===== config.mk =====
export PLATFORM = sky130hd
export DESIGN_NAME = qesc_front
export DESIGN_NICKNAME = d
export VERILOG_FILES = /design/src/design/qesc_pkg.sv /design/src/design/qesc_front.sv
export SDC_FILE = /design/constraint.sdc
export NUM_CORES = 1
export LEC_CHECK = 0
export ABC_AREA = 1
export BUFFER_PORTS_ARGS = -buffer_cell sky130_fd_sc_hd__buf_4
export CAP_MARGIN = 20
export CORE_MARGIN = 2
export CORE_UTILIZATION = 56
export CTS_BUF_LIST = sky130_fd_sc_hd__clkbuf_16
export CTS_CLUSTER_SIZE = 16
export DETAILED_ROUTE_END_ITERATION = 8
export HOLD_SLACK_MARGIN = 0.12
export PLACE_DENSITY = 0.85
export SLEW_MARGIN = 10
export SYNTH_ARGS = -nofsm -noshare
export SYNTH_HDL_FRONTEND = slang
export SYNTH_SLANG_ARGS = --single-unit

===== constraint.sdc =====
create_clock -name clk -period 10.8 [get_ports clk]
set_clock_uncertainty 0.1 [all_clocks]
set_input_delay 2.16 -clock clk [delete_from_list [all_inputs] [get_ports clk]]
set_output_delay 2.16 -clock clk [all_outputs]
set_load 0.005 [all_outputs]

===== src/design/qesc_pkg.sv =====
// ----------------------------------------------------------------------------
// Quad edge support check package
// Shared types, register indexes, engine states and defaults.
// ----------------------------------------------------------------------------
package qesc_pkg;

    // Defaults for the top-level parameters.
    localparam int DEF_MAX_WIDTH        = 512;
    localparam int DEF_MAX_HEIGHT       = 512;
    localparam int DEF_SAMPLES_PER_SIDE = 20;
    localparam int DEF_SEARCH_RADIUS    = 3;

    // Configuration port geometry.
    localparam int PADDR_W = 4;
    localparam int PDATA_W = 32;

    // Signed width of a window coordinate: a 9-bit point plus or minus the radius.
    localparam int CW = 11;

    localparam logic [9:0] RST_IMAGE_WIDTH   = 10'd512;
    localparam logic [9:0] RST_IMAGE_HEIGHT  = 10'd512;
    localparam logic [4:0] RST_MIN_SIDE_HITS = 5'd11;

    typedef enum logic [1:0] {
        REG_IMAGE_WIDTH   = 2'd0,
        REG_IMAGE_HEIGHT  = 2'd1,
        REG_MIN_SIDE_HITS = 2'd2,
        REG_NONE          = 2'd3
    } reg_idx_t;

    typedef enum logic {
        OP_WRITE = 1'b0,
        OP_CHECK = 1'b1
    } op_t;

    typedef struct packed {
        logic       command;
        logic [8:0] pixel_x;
        logic [8:0] pixel_y;
        logic       pixel_edge;
        logic [8:0] corner0_x;
        logic [8:0] corner0_y;
        logic [8:0] corner1_x;
        logic [8:0] corner1_y;
        logic [8:0] corner2_x;
        logic [8:0] corner2_y;
        logic [8:0] corner3_x;
        logic [8:0] corner3_y;
    } in_t;

    typedef struct packed {
        logic [4:0] side0_hits;
        logic [4:0] side1_hits;
        logic [4:0] side2_hits;
        logic [4:0] side3_hits;
        logic [4:0] second_lowest_hits;
        logic       passes;
    } out_t;

    // A classified command as it sits in the queue between front and back.
    typedef struct packed {
        op_t op;
        in_t item;
    } cmd_t;

    // Queue head as the back end sees it.
    typedef struct packed {
        logic valid;
        cmd_t cmd;
    } qhead_t;

    typedef enum logic [3:0] {
        B_IDLE,
        B_WR_READ,
        B_WR_WRITE,
        B_SIDE,
        B_MUL,
        B_POINT,
        B_ROWS,
        B_LAST,
        B_DONE
    } bst_t;

endpackage


===== src/design/qesc_front.sv =====
// ----------------------------------------------------------------------------
// Quad edge support check front end
// Accepts input beats, classifies them and holds them in a two-entry queue.
// ----------------------------------------------------------------------------
module qesc_front (
    input  logic          clk,
    input  logic          rst_n,
    input  logic          push,
    output logic          full,
    input  qesc_pkg::in_t item,
    output qesc_pkg::qhead_t head,
    input  logic          head_pop
);
    import qesc_pkg::*;

    cmd_t       q_reg [2];
    logic       wptr_reg, wptr_next;
    logic       rptr_reg, rptr_next;
    logic [1:0] cnt_reg, cnt_next;
    logic       do_push, do_pop;
    cmd_t       cmd_in;

    assign full    = (cnt_reg == 2'd2);
    assign do_push = push && !full;
    assign do_pop  = head_pop && (cnt_reg != 2'd0);

    always_comb
    begin
        cmd_in.item = item;
        cmd_in.op   = item.command ? OP_CHECK : OP_WRITE;
    end

    always_comb
    begin
        wptr_next = do_push ? !wptr_reg : wptr_reg;
        rptr_next = do_pop ? !rptr_reg : rptr_reg;
        cnt_next  = cnt_reg + {1'b0, do_push} - {1'b0, do_pop};
    end

    always_ff @(posedge clk or negedge rst_n)
    begin
        if (!rst_n)
        begin
            wptr_reg <= 1'b0;
            rptr_reg <= 1'b0;
            cnt_reg  <= 2'd0;
        end
        else
        begin
            wptr_reg <= wptr_next;
            rptr_reg <= rptr_next;
            cnt_reg  <= cnt_next;
        end
    end

    always_ff @(posedge clk)
    begin
        if (do_push)
        begin
            q_reg[wptr_reg] <= cmd_in;
        end
    end

    assign head.valid = (cnt_reg != 2'd0);
    assign head.cmd   = q_reg[rptr_reg];

endmodule


==> reports/results.tsv <==
metric	value	unit
synth_cells	514	
min_period	5170	ps
cp-endpoint	head[91]	
ys_ff_latch	188	
drtIter0Drc	312	
wl_per_cell	16.1	um
crit_path_start	rptr_reg	
finalCritPeriodShare	47.9	%
port_buffers	190	
wl	13900	um
outcome	completed	
dieArea	13200	sq um
finalNetCount	805	
pre_cts_ws	6020	ps
vias	4431	
cp.arrival	2910	ps
drc	0	
end_kind	output port	
drt_first_pass_iters	4	
largest_register_ffs	184	
grt_pass1_vias	4558	
ir_drop	0.000150	V
synth.avg_cell_area	13.4	sq um
yosysUniqueCellTypes	11	
cts_resized	0	
grt-ovfl-total	0	
cts_buffer_depth	2	
layout_common_cells	nand2_1, buf_4, edfxtp_1, clkbuf_16, inv_1	
post-cts-setup-buffers	0	
final_common_cell	nand2_1	
maxSlewViolCount	0	
place_congestion	0.727	
clk_latency	420	ps
die-height	115	um
areaGrowthSynthToFinish	30.7	%
die_x	115	um
r2r_cells	4	
hold_class	reg2reg	
clock_sinks	188	
clockRootBuffer	clkbuf_16	
setup-violations-final	0	
tritoncts	built	
ant_nets	0	
cp-start-kind	flop	
r2r_slack	8660	ps
fmax	193	MHz
grt_usage	22.1	%
slew_headroom	34.5	%
final.setup.tns	0	ps
path_clk_slew	60	ps
tightest_slew	982	ps
num_io_pins	191	
hold_viol	0	
core-area	12000	sq um
required	8540	ps
drv_cap	0	
power_leakage	3.92	nW
synth_seq_area_share	81.4	%
power.density	267	nW/um^2
yosys_warnings	0	
syn_area	6910	sq um
reg2reg_from	rptr_reg	
drive_gt1_share	30.7	%
viasPerCell	5.11	
setup_ws	5630	ps
start_util	57.6	%
grt_pass1_wl	21600	um
worstSetupPathType	reg2out	
synth_fp_nets	612	
holdBufCountCts	0	
diodes	0	
cts_htree_levels	4	
dp_hpwl	8950	um
numCtsBuffers	17	
crit_fanout	94	
grt_max_degree	95	
row_count	40	
r2r_end	rptr_reg	
rsz0062_at_grt	no	
antenna_found_initial	0	
## worst max-delay path, stage by stage, from the launching register on
cell     delay, ps
dfrtp_2        340
buf_4          720
inv_2          560
buf_4          460
nand2_1        140
nand2_1         80
buf_4          140
## how the worst min path moves through the flow
stage	from	end	slack [ps]	cells after the start
finish	wptr_reg	wptr_reg	380	2
global route	wptr_reg	wptr_reg	420	2
CTS	wptr_reg	wptr_reg	380	2
detailed placement	wptr_reg	wptr_reg	370	2
global placement	wptr_reg	wptr_reg	350	2
floorplan	wptr_reg	wptr_reg	340	2
## synth_stat cells
cell,count,area (sq um)
edfxtp_1,184,5530
inv_1,9,33.8
buf_2,10,50.1
inv_2,1,3.75
nor2_1,1,3.75
nand3_1,3,15.0
dfrtp_1,4,100
clkbuf_1,3,11.3
buf_4,8,60.1
nand2_1,289,1080
ha_1,2,25.0
## kinds of logic (layout without fill, tap and decap cells)
kind of cell / Yosys count / after routing / share of synthesized area (%)
DFF: 188 / 188 / 81.4
adders and majority gates: 2 / 2 / 0.362
buffers and inverters: 31 / 237 / 2.30
and+or+nand+nor: 293 / 293 / 16.0
## report_power, final
| part | switching, mW | leakage [nW] | total (mW) | internal, mW |
|---|---|---|---|---|
| Clock | 0.238 | 0.283 | 0.592 | 0.354 |
| Sequential | 0.0392 | 1.76 | 1.03 | 0.996 |
| Combinational | 0.443 | 1.87 | 0.781 | 0.338 |
| Total | 0.720 | 3.92 | 2.41 | 1.69 |
## stage by stage
step                      instances  area (sq um)  hold WS, ps  util [%]  power, mW
after detailed placement        835          8470          368      70.5       1.84
final                           867          9030          378      75.2       2.41
after floorplan                 514          6910          342         -       1.44
after global placement          834          8440          354      70.3       1.80
after global routing            867          9030          416      75.2       2.55
after CTS                       867          9030          382      75.2       2.43
## cell type report
type	instances	area, sq um
clock buffer	17	425
clock inverter	15	138
fill	765	2980
inverter	10	40.0
multi-input combinational	295	1140
sequential	188	5630
tap	147	184
timing repair buffer	195	1480
## per-layer routing
metal	wire [um]	global-route usage [%]
met2	7200	38.0
met5	0	0
met3	1030	6.59
met4	295	10.9
met1	5420	25.3
(Power assumes the default switching activity.)
